**src/sv/lcdnum_pkg.sv**
```systemverilog
// shared constants, codes and types of the lcd number display sequencer
`default_nettype none

package lcdnum_pkg;

  // sizing of the number path
  localparam int MAX_DIGITS   = 16;
  localparam int NUMBER_WIDTH = 16;
  localparam int CNT_W        = $clog2(MAX_DIGITS + 1);
  localparam int IDX_W        = (MAX_DIGITS > 1) ? $clog2(MAX_DIGITS) : 1;
  localparam int BIT_CNT_W    = $clog2(NUMBER_WIDTH + 1);
  // decimal digits of the widest value: floor(w * log10(2)) + 1
  localparam int BCD_DIGITS   = (NUMBER_WIDTH * 30103) / 100000 + 1;
  localparam int BCD_W        = 4 * BCD_DIGITS;

  // request kinds
  localparam logic [2:0] KIND_CHAR = 3'd0;
  localparam logic [2:0] KIND_UDEC = 3'd1;
  localparam logic [2:0] KIND_SDEC = 3'd2;
  localparam logic [2:0] KIND_HEX  = 3'd3;
  localparam logic [2:0] KIND_BIN  = 3'd4;

  // bus byte constants
  localparam logic [7:0] SET_ADDR_CMD = 8'h80;
  localparam logic [7:0] ROW2_OFFSET  = 8'h40;
  localparam logic [7:0] ASCII_ZERO   = 8'h30;
  localparam logic [7:0] ASCII_UPPER_A = 8'h41;
  localparam logic [7:0] ASCII_PLUS   = 8'h2B;
  localparam logic [7:0] ASCII_MINUS  = 8'h2D;

  // which write the datapath places on the bus
  localparam logic [2:0] SEL_NONE  = 3'd0;
  localparam logic [2:0] SEL_CMD   = 3'd1;
  localparam logic [2:0] SEL_CHAR  = 3'd2;
  localparam logic [2:0] SEL_SIGN  = 3'd3;
  localparam logic [2:0] SEL_DIGIT = 3'd4;

  // controller to datapath
  typedef struct packed {
    logic       load;
    logic       conv_step;
    logic [2:0] sel;
    logic       last;
  } cmd_t;

  // datapath to controller
  typedef struct packed {
    logic [2:0] kind;
    logic       count_zero;
    logic       idx_zero;
    logic       conv_last;
  } status_t;

endpackage

`default_nettype wire

```
**src/sv/lcdnum_dp.sv**
```systemverilog
// datapath: request registers, binary to bcd converter, digit select and output registers
`default_nettype none

module lcdnum_dp (
  input  wire logic                        clk,
  input  wire logic                        rst_n,
  input  wire lcdnum_pkg::cmd_t            cmd,
  output lcdnum_pkg::status_t              status,
  input  wire logic [2:0]                  in_kind,
  input  wire logic [1:0]                  in_line,
  input  wire logic [5:0]                  in_column,
  input  wire logic [15:0]                 in_number,
  input  wire logic [4:0]                  in_digit_count,
  output logic                             out_valid,
  output logic                             out_is_data,
  output logic [7:0]                       out_bus_byte,
  output logic                             out_last
);
  import lcdnum_pkg::*;

  localparam int WIDE_W = 4 * MAX_DIGITS + NUMBER_WIDTH + BCD_W;

  logic [2:0]              kind_r;
  logic [7:0]              addr_r;
  logic [7:0]              char_r;
  logic                    neg_r;
  logic [NUMBER_WIDTH-1:0] mag_r;
  logic [NUMBER_WIDTH-1:0] bin_r;
  logic [BCD_W-1:0]        bcd_r;
  logic [BIT_CNT_W-1:0]    bit_cnt_r;
  logic [CNT_W-1:0]        count_r;
  logic [IDX_W-1:0]        idx_r;
  logic                    out_valid_r;
  logic                    out_is_data_r;
  logic [7:0]              out_bus_byte_r;
  logic                    out_last_r;

  logic [NUMBER_WIDTH-1:0] value;
  logic                    neg;
  logic [NUMBER_WIDTH-1:0] mag;
  logic [7:0]              addr;
  logic [CNT_W-1:0]        count_sat;
  logic [BCD_W-1:0]        bcd_adj;
  logic [WIDE_W-1:0]       mag_wide;
  logic [WIDE_W-1:0]       bcd_wide;
  logic [3:0]              dig [MAX_DIGITS];
  logic [3:0]              cur_dig;
  logic [7:0]              dig_char;

  // request decode: value within the number width, sign and magnitude
  assign value = NUMBER_WIDTH'({{32{1'b0}}, in_number});
  assign neg   = (in_kind == KIND_SDEC) && value[NUMBER_WIDTH-1];
  assign mag   = neg ? (~value + NUMBER_WIDTH'(1)) : value;
  assign addr  = SET_ADDR_CMD | (8'(in_column) + 8'hFF +
                 ((in_line == 2'd1) ? 8'h00 : ROW2_OFFSET));
  assign count_sat = (int'(in_digit_count) > MAX_DIGITS) ? CNT_W'(MAX_DIGITS)
                                                         : CNT_W'(in_digit_count);

  // add-3 adjust of every bcd column
  always_comb begin
    for (int i = 0; i < BCD_DIGITS; i++) begin
      bcd_adj[4*i +: 4] = (bcd_r[4*i +: 4] >= 4'd5) ? (bcd_r[4*i +: 4] + 4'd3)
                                                    : bcd_r[4*i +: 4];
    end
  end

  // request registers and converter
  always_ff @(posedge clk) begin
    if (cmd.load) begin
      kind_r    <= in_kind;
      addr_r    <= addr;
      char_r    <= in_number[7:0];
      neg_r     <= neg;
      mag_r     <= mag;
      bin_r     <= mag;
      bcd_r     <= '0;
      bit_cnt_r <= BIT_CNT_W'(NUMBER_WIDTH);
      count_r   <= count_sat;
      idx_r     <= IDX_W'(count_sat - CNT_W'(1));
    end else begin
      if (cmd.conv_step) begin
        bcd_r     <= {bcd_adj[BCD_W-2:0], bin_r[NUMBER_WIDTH-1]};
        bin_r     <= bin_r << 1;
        bit_cnt_r <= bit_cnt_r - BIT_CNT_W'(1);
      end
      if (cmd.sel == SEL_DIGIT) begin
        idx_r <= idx_r - IDX_W'(1);
      end
    end
  end

  // digit of every position, zero beyond the value
  assign mag_wide = WIDE_W'(mag_r);
  assign bcd_wide = WIDE_W'(bcd_r);

  always_comb begin
    for (int i = 0; i < MAX_DIGITS; i++) begin
      case (kind_r)
        KIND_HEX: dig[i] = mag_wide[4*i +: 4];
        KIND_BIN: dig[i] = {3'b000, mag_wide[i]};
        default:  dig[i] = bcd_wide[4*i +: 4];
      endcase
    end
  end

  assign cur_dig  = dig[idx_r];
  assign dig_char = (cur_dig < 4'd10) ? (ASCII_ZERO + 8'(cur_dig))
                                      : (ASCII_UPPER_A + 8'(cur_dig) - 8'd10);

  // output strobe
  always_ff @(posedge clk) begin
    if (!rst_n) begin
      out_valid_r <= 1'b0;
    end else begin
      out_valid_r <= (cmd.sel != SEL_NONE);
    end
  end

  // output payload
  always_ff @(posedge clk) begin
    out_last_r <= cmd.last;
    case (cmd.sel)
      SEL_CMD: begin
        out_is_data_r  <= 1'b0;
        out_bus_byte_r <= addr_r;
      end
      SEL_CHAR: begin
        out_is_data_r  <= 1'b1;
        out_bus_byte_r <= char_r;
      end
      SEL_SIGN: begin
        out_is_data_r  <= 1'b1;
        out_bus_byte_r <= neg_r ? ASCII_MINUS : ASCII_PLUS;
      end
      SEL_DIGIT: begin
        out_is_data_r  <= 1'b1;
        out_bus_byte_r <= dig_char;
      end
      default: begin
        out_is_data_r  <= out_is_data_r;
        out_bus_byte_r <= out_bus_byte_r;
      end
    endcase
  end

  assign status.kind       = kind_r;
  assign status.count_zero = (count_r == '0);
  assign status.idx_zero   = (idx_r == '0);
  assign status.conv_last  = (bit_cnt_r == BIT_CNT_W'(1));

  assign out_valid    = out_valid_r;
  assign out_is_data  = out_is_data_r;
  assign out_bus_byte = out_bus_byte_r;
  assign out_last     = out_last_r;

endmodule

`default_nettype wire

```
**src/sv/lcdnum_ctrl.sv**
```systemverilog
// controller: sequences conversion and the run of bus writes of one request
`default_nettype none

module lcdnum_ctrl (
  input  wire logic                clk,
  input  wire logic                rst_n,
  input  wire logic                start,
  input  wire logic [2:0]          in_kind,
  input  wire lcdnum_pkg::status_t status,
  output lcdnum_pkg::cmd_t         cmd,
  output logic                     busy
);
  import lcdnum_pkg::*;

  localparam logic [2:0] ST_IDLE  = 3'd0;
  localparam logic [2:0] ST_CONV  = 3'd1;
  localparam logic [2:0] ST_CMD   = 3'd2;
  localparam logic [2:0] ST_CHAR  = 3'd3;
  localparam logic [2:0] ST_SIGN  = 3'd4;
  localparam logic [2:0] ST_DIGIT = 3'd5;

  logic [2:0] state_r;
  logic [2:0] state_nxt;

  // next state and commands
  always_comb begin
    state_nxt     = state_r;
    cmd.load      = 1'b0;
    cmd.conv_step = 1'b0;
    cmd.sel       = SEL_NONE;
    cmd.last      = 1'b0;
    case (state_r)
      ST_IDLE: begin
        if (start && (in_kind <= KIND_BIN)) begin
          cmd.load = 1'b1;
          if ((in_kind == KIND_UDEC) || (in_kind == KIND_SDEC)) begin
            state_nxt = ST_CONV;
          end else begin
            state_nxt = ST_CMD;
          end
        end
      end
      ST_CONV: begin
        cmd.conv_step = 1'b1;
        if (status.conv_last) begin
          state_nxt = ST_CMD;
        end
      end
      ST_CMD: begin
        cmd.sel = SEL_CMD;
        if (status.kind == KIND_CHAR) begin
          state_nxt = ST_CHAR;
        end else if (status.kind == KIND_SDEC) begin
          state_nxt = ST_SIGN;
        end else if (status.count_zero) begin
          cmd.last  = 1'b1;
          state_nxt = ST_IDLE;
        end else begin
          state_nxt = ST_DIGIT;
        end
      end
      ST_CHAR: begin
        cmd.sel   = SEL_CHAR;
        cmd.last  = 1'b1;
        state_nxt = ST_IDLE;
      end
      ST_SIGN: begin
        cmd.sel = SEL_SIGN;
        if (status.count_zero) begin
          cmd.last  = 1'b1;
          state_nxt = ST_IDLE;
        end else begin
          state_nxt = ST_DIGIT;
        end
      end
      ST_DIGIT: begin
        cmd.sel = SEL_DIGIT;
        if (status.idx_zero) begin
          cmd.last  = 1'b1;
          state_nxt = ST_IDLE;
        end
      end
      default: begin
        state_nxt = ST_IDLE;
      end
    endcase
  end

  // state register
  always_ff @(posedge clk) begin
    if (!rst_n) begin
      state_r <= ST_IDLE;
    end else begin
      state_r <= state_nxt;
    end
  end

  assign busy = (state_r != ST_IDLE);

endmodule

`default_nettype wire

```
**src/sv/lcd_number_to_char_writes.sv**
```systemverilog
// top level of the character-lcd number display write sequencer
//
// a request is taken at a rising edge with start high and busy low; it carries
// in_kind, in_line, in_column, in_number and in_digit_count. kinds 5 to 7 are
// dropped at once and produce no writes.
// each bus write appears on out_is_data, out_bus_byte and out_last for one
// cycle with out_valid high; out_last marks the final write of the request.
// the run is the set-address command, then the char byte, or the sign in
// signed mode and then the digits, most significant first.
// decimal kinds first run a shift-and-add-3 converter over all NUMBER_WIDTH
// bits of the value. the first write then passes the state register and the
// output registers; after it comes one write per cycle. busy stays high
// until the last write is on the ports; it comes from the write sequencer
// state machine.
// the receiver cannot stall; every write is taken in its cycle.
// reset (synchronous, active low) returns the controller to idle and clears
// out_valid.
`default_nettype none

module lcd_number_to_char_writes (
  input  wire logic        clk,
  input  wire logic        rst_n,
  input  wire logic        start,
  output logic             busy,
  input  wire logic [2:0]  in_kind,
  input  wire logic [1:0]  in_line,
  input  wire logic [5:0]  in_column,
  input  wire logic [15:0] in_number,
  input  wire logic [4:0]  in_digit_count,
  output logic             out_valid,
  output logic             out_is_data,
  output logic [7:0]       out_bus_byte,
  output logic             out_last
);
  import lcdnum_pkg::*;

  cmd_t    cmd;
  status_t status;

  // write sequencer
  lcdnum_ctrl u_ctrl (
    .clk     (clk),
    .rst_n   (rst_n),
    .start   (start),
    .in_kind (in_kind),
    .status  (status),
    .cmd     (cmd),
    .busy    (busy)
  );

  // number path and output registers
  lcdnum_dp u_dp (
    .clk            (clk),
    .rst_n          (rst_n),
    .cmd            (cmd),
    .status         (status),
    .in_kind        (in_kind),
    .in_line        (in_line),
    .in_column      (in_column),
    .in_number      (in_number),
    .in_digit_count (in_digit_count),
    .out_valid      (out_valid),
    .out_is_data    (out_is_data),
    .out_bus_byte   (out_bus_byte),
    .out_last       (out_last)
  );

endmodule

`default_nettype wire
```
**config.mk**
```make
export PLATFORM = sky130hd
export DESIGN_NAME = lcd_number_to_char_writes
export DESIGN_NICKNAME = d
export VERILOG_FILES = /design/src/sv/lcdnum_pkg.sv /design/src/sv/lcdnum_dp.sv /design/src/sv/lcdnum_ctrl.sv /design/src/sv/lcd_number_to_char_writes.sv
export SDC_FILE = /design/constraint.sdc
export NUM_CORES = 1
export LEC_CHECK = 0
export ABC_AREA = 1
export ABC_CLOCK_PERIOD_IN_PS = 3010
export CAP_MARGIN = 30
export CORE_ASPECT_RATIO = 0.8
export CORE_MARGIN = 5
export CORE_UTILIZATION = 41
export DETAILED_ROUTE_END_ITERATION = 8
export DONT_BUFFER_PORTS = 1
export PLACE_DENSITY = 0.65
export SETUP_SLACK_MARGIN = 0.05
export SYNTH_ARGS = -nofsm -noshare
export SYNTH_HDL_FRONTEND = slang
export SYNTH_SLANG_ARGS = --single-unit
```
**constraint.sdc**
```tcl
create_clock -name clk -period 3.01 [get_ports clk]
set_input_delay 0 -clock clk [delete_from_list [all_inputs] [get_ports clk]]
set_output_delay 0 -clock clk [all_outputs]
set_load 0.01 [all_outputs]
```
# Word level (Yosys, flattened, before mapping)
# Cells that the tools add are included.
[totals]
reg_bits = 99
input_bits = 35
[op_classes]
addsub = 14
magnitude_cmp = 9
n_eq_ne = 19
mux = 51
n_bitwise = 2
n_reduce_logical = 15
[op_table]
columns = ["op", "n"]
rows = [
  ["16-bit two-way mux", 3],
  ["4-bit one-hot mux with 2 select lines", 5],
  ["4-bit two-way mux", 8],
  ["8-bit one-hot mux with 4 select lines", 1],
  ["3-bit two-way mux", 8],
  ["3-bit by 2-bit equality test with 1-bit output, second input constant", 7],
  ["4-bit by 3-bit >= comparator with 1-bit output, second input constant", 5],
  ["1-bit two-way mux", 18],
  ["16-bit by 1-bit adder with 16-bit output, second input constant", 1],
  ["4-bit by 2-bit adder with 4-bit output, second input constant", 4],
  ["4-bit binary-select mux with 4-bit select", 1],
  ["16-bit NOT", 1],
  ["4-bit one-hot mux with 4 select lines", 1],
  ["3-bit one-hot mux with 5 select lines", 1],
  ["3-bit equality test, second input constant", 4],
  ["3-bit by 1-bit equality test with 1-bit output, second input constant", 3],
  ["7-bit by 4-bit adder with 8-bit output, first input constant", 1],
  ["8-bit two-way mux", 1],
  ["4-bit by 1-bit subtractor with 4-bit output, second input constant", 2],
  ["8-bit by 4-bit subtractor with 8-bit output, second input constant", 1],
  ["6-bit by 4-bit adder with 7-bit output, first input constant", 1],
  ["7-bit by 1-bit adder with 7-bit output, second input constant", 1],
  ["7-bit adder", 1],
  ["7-bit two-way mux", 1],
  ["24 further kinds", 30],
]

# Depth between registers and ports, before layout
[logic_depth]
depth_word = 9
depth_mapped = 20
mapped_depth_nobuf = 19

# Hierarchy
# From an unflattened synthesis, not the netlist that was laid out.
[unflattened]
cells_unflattened = 643
hier_area_um2 = 5434.0
[modules_own_cells]
columns = ["mod", "n_inst", "cells_per_inst", "area_per_inst_um2", "seq_area_each_um2"]
rows = [
  ["lcdnum_dp", 1, 582, 5088.6, 2582.5],
  ["lcdnum_ctrl", 1, 61, 345.3, 60.1],
]

# Least setup slack after synthesis
# No wires, ideal clock.
[synth_timing]
path_type = "register -> register"
from = "reg u_ctrl.state_r[1]"
to = "reg u_dp.addr_r[0], enable pin"
arrival_time_ps = 2338
setup_slack_ps = 253
stages_incl_launch_ff = 8
path_buffers = 2
period_less_slack_ps = 2757
cell_sequence = "dfxtp_1 -> nor2_1 -> inv_1 -> nor2_1 -> nand3_1 -> clkinv_1 -> buf_2 -> buf_1"
[synth_rtl]
columns = ["element", "line_no", "text"]
rows = [
  ["from (decl)", "lcdnum_ctrl.sv:22", "logic [2:0] state_r;"],
  ["from (signal assigned)", "lcdnum_ctrl.sv:94", "state_r <= state_nxt;"],
  ["to (signal assigned)", "lcdnum_dp.sv:71", "addr_r <= addr;"],
  ["to (decl)", "lcdnum_dp.sv:24", "logic [7:0] addr_r;"],
]

# Final worst setup path
[layout_timing]
from = "reg u_dp.kind_r[2]"
to = "reg u_dp.out_bus_byte_r[2] (netlist: u_dp.out_bus_byte[2]) (data pin)"
[layout_via]
elab_chain_len = 9
word_cells_on_any_way = 27
cone_classes = "3 x add/sub; 1 x order compare; 2 x eq/ne; 21 x mux"
[layout_rtl]
columns = ["element", "line_no", "text"]
rows = [
  ["from (decl)", "lcdnum_dp.sv:23", "logic [2:0] kind_r;"],
  ["from (signal assigned)", "lcdnum_dp.sv:70", "kind_r <= in_kind;"],
  ["3-bit equality test / 3-bit by 2-bit equality test with 1-bit output (equally long branches)", "lcdnum_dp.sv:98", "case (kind_r)"],
  ["4-bit one-hot mux with 2 select lines / 1-bit two-way mux (equally long branches)", "lcdnum_dp.sv:98", ""],
  ["4-bit binary-select mux with 4-bit select *", "lcdnum_dp.sv:106", "assign cur_dig = dig[idx_r];"],
  ["4-bit two-way mux (not written as such) * (2 in a row)", "lcdnum_dp.sv:106", ""],
  ["7-bit by 4-bit adder with 8-bit output", "lcdnum_dp.sv:108", ": (ASCII_UPPER_A + 8'(cur_dig) - 8'd10);"],
  ["8-bit by 4-bit subtractor with 8-bit output", "lcdnum_dp.sv:108", ""],
  ["8-bit two-way mux *", "lcdnum_dp.sv:107", "assign dig_char = (cur_dig < 4'd10) ? (ASCII_ZERO + 8'(cur_dig))"],
  ["8-bit one-hot mux with 4 select lines *", "lcdnum_dp.sv:122", "case (cmd.sel)"],
  ["to (signal assigned)", "lcdnum_dp.sv:125", "out_bus_byte_r <= addr_r;"],
  ["to (signal assigned)", "lcdnum_dp.sv:129", "out_bus_byte_r <= char_r;"],
  ["to (signal assigned)", "lcdnum_dp.sv:133", "out_bus_byte_r <= neg_r ? ASCII_MINUS : ASCII_PLUS;"],
  ["to (decl)", "lcdnum_dp.sv:35", "logic [7:0] out_bus_byte_r;"],
]
# Every way passes the cells marked *; elsewhere a longest branch is shown, timed or not. The select of a mux whose other input is x is not followed.
# A chain may end at the register's enable or synchronous reset.

==> metrics.yaml <==
cp_common_cell: "nand2_1"
arrival_ns: 2.52
clock-sinks: 98
postRouteAntennaNets: 0
cp_top_family: "simple AND/OR/NAND/NOR gates"
fin_crit_sh_pct: 80.97
vias_per_cell: 5.132
vias: 4408
grt_use_total_pct: 18.10
initial_core_util_pct: 41.58
layout.cells.non_filler: 859
regToRegSetupSlack_ns: 0.57
reg2regPathDepth: 19
grtUsageMet3_pct: 4.788
criticalPathCategory: "reg -> reg"
timing.setup.tns_ns: 0
grt.met1_usage_pct: 26.24
yosysMostFrequentCell: "nand2_1"
busiest_layer: "met2"
core_area_sq_mm: 0.01282
slew_viol_final: 0
p_per_area_mw_per_mm2: 825.2
io_buffers: 0
die-width_um: 137.5
gp_congestion: 0.9633
synth_edf_count: 68
ys_top_cells_by_count: "nand2_1 (155), inv_1 (82), edfxtp_1 (68)"
nets: 730
grt-ovfl-total: 0
hold_path_depth: 3
synth.distinct_cells: 42
reg2reg_to: "u_dp.out_bus_byte[2]"
p_leak_uw: 0.002637
crit_path_cell_trace: "inv_2 > nand3_4 > inv_2 > nand2_1 > nand3_1 > nor2_1 > nor2_1 > nand2_1 > nand2_1 > nand2_1 > nand2_1 > inv_1 > ha_1 > inv_1 > nand2_1 > nand2_1 > nand2_1 > nand3_1 > a21oi_1"
irDropWorstVdd_uv: 337.1
hold_violations: 0
tightest_slew_ns: 0.6831
critPathLaunchType: "flip-flop"
synth_top_flop_cell: "edfxtp_1"
cts_max_path_buffers: 2
synth.area.top_cells: "edfxtp_1 (38%), dfxtp_1 (11%), nand2_1 (11%), nand3_1 (5.9%), inv_1 (5.8%)"
hp-start: "in_digit_count[3]"
cts_setup_buffers: 0
hold_buffers: 36
seq_area_frac_synth_pct: 49.55
worstHoldEndpoint: "u_dp.count_r[2]"
status: "finished, final reports clean"
synth_warnings: 0
cp_slowest_cell: "edfxtp_1"
dr.first_iter.drc_count: 437
clock_latency_ns: 0.34
synth_nets: 691
htreeDepth: 3
period_minus_slack_ns: 2.437
antenna_cells: 0
final_util_pct: 48.17
synthesis.area_sq_mm: 0.005333
cts_buffers: 9
cp_slowest_stage_delay_ns: 0.49
path_max_fanout: 16
drcViolationCount: 0
syn_inst: 640
drive_above_1_share_pct: 6.287
synth.top_cell.area_share_pct: 38.29
setup_viol: 0
synth.avg_cell_area_sq_um: 8.332
yosys.area.top_type: "edfxtp_1"
maxCapViolCount: 0
cts_resized: 0
max_freq_mhz: 410.3
die_h_um: 112.0
skew_ns: 0.006631
io_pins: 47
rows: 37
clk_pin_slew_ns: 0.07
dieArea_sq_mm: 0.01540
wl_per_cell_um: 15.50
rsz0062_at_grt: "no"
cts_tree: "built"
grt_pass1_vias: 4380
met2_usage_pct: 26.43
end_kind: "flip-flop"
reg2reg_from: "u_dp.kind_r[2]"
grt_pass1_wl_um: 21940
async_flop_share_pct: 0
dp_hpwl_um: 9687
antenna_found_initial: 0
crit_buf_inv: 4
grt_max_degree: 58
relSlewSlack_pct: 54.29
post-place-cells: 807
cp.required_ns: 3.09
ys_ff_latch: 98
dr.pass1.iters: 5
syn_to_final_growth_pct: 15.84
routed_wl_um: 13310
cts_root_buf: "clkbuf_16"
hold_path.class: "in -> reg"
[through the flow]
stage	area [sq um]	setup WS, ns	hold WS, ns	power (uW)
final	6177	0.5727	0.02530	5098
after global routing	6177	0.2637	0.05696	5485
after CTS	6177	0.5773	0.01837	5124
after detailed placement	5532	0.5891	0.09911	3965
after global placement	5532	0.5761	0.09907	3918
after floorplan	5333	0.2531	0.09763	3465
[layer usage]
metal | share of wire [%] | vias to the layer above
met5 | 0 | -
met4 | 1.3 | 0
met3 | 7.0 | 14
met2 | 43 | 135
met1 | 49 | 2060
li1 | - | 2199
[registers in the layout (all words and copies together) (netlist names)]
signal and count:
u_dp.count_r 5, u_dp.out_last 1, u_dp.addr_r 7, u_dp.out_is_data 1
u_ctrl.state_r 3, u_dp.bin_r 16, u_dp.char_r 7, u_dp.bit_cnt_r 5
u_dp.mag_r 16, u_dp.neg_r 1, u_dp.out_bus_byte 8, u_dp.out_valid 1
u_dp.bcd_r 20, u_dp.idx_r 4, u_dp.kind_r 3
[placed cells by master, fill, tap and decap left out, drive strengths merged, types with 2 or more instances in the layout]
| cell type | synthesis | routed |
|---|---|---|
| nor2 | 52 | 52 |
| nand2 | 163 | 163 |
| inv | 86 | 90 |
| nor3 | 13 | 13 |
| clkinv | 5 | 6 |
| and2 | 2 | 2 |
| xor2 | 18 | 18 |
| a21oi | 32 | 32 |
| o21ai | 38 | 38 |
| clkbuf | 7 | 9 |
| dlygate4sd3 | 0 | 36 |
| dfxtp | 30 | 30 |
| clkinvlp | 0 | 2 |
| edfxtp | 68 | 68 |
| buf | 7 | 6 |
| nand3 | 65 | 65 |
| o211ai | 8 | 8 |
| nand4 | 9 | 9 |
| xnor2 | 7 | 7 |
| ha | 16 | 16 |
[tightest hold or removal path: stages]
cell	delay, ns
o41ai_1	0.08
nand2_1	0.09
inv_1	0.04
[worst max path at each step]
stage | to | depth (start not counted) | start
global route | u_dp.out_bus_byte[2] | 19 | u_dp.kind_r[1]
finish | u_dp.out_bus_byte[2] | 19 | u_dp.kind_r[2]
detailed placement | u_dp.out_bus_byte[2] | 19 | u_dp.kind_r[2]
CTS | u_dp.out_bus_byte[2] | 19 | u_dp.kind_r[2]
global placement | u_dp.out_bus_byte[2] | 18 | u_dp.idx_r[0]
floorplan | u_dp.addr_r[0] | 7 | u_ctrl.state_r[1]
[cell families after synthesis]
kind of cell	after synthesis	synth area share, %
and+or+nand+nor	306	25.08
buffers and inverters	105	7.860
DFF	98	49.55
AOI/OAI and AO/OA	90	9.644
xor gates and xnor gates	25	4.106
adders and majority gates	16	3.754
[where the power goes]
group	total, uW	internal (uW)	switching, uW
logic	1740	571	1160
registers	2260	1970	287
clock network	1110	575	531
[area by class of cell]
type / instances / area (sq um)
Inverter: 91 / 341.6
Tap cell: 175 / 219.0
Clock buffer: 9 / 225.2
Fill cell: 1240 / 6646
Sequential cell: 98 / 2643
Timing Repair Buffer: 42 / 417.9
Clock inverter: 7 / 60.06
Multi-Input combinational cell: 437 / 2271
Power figures use the tool's default switching activity.
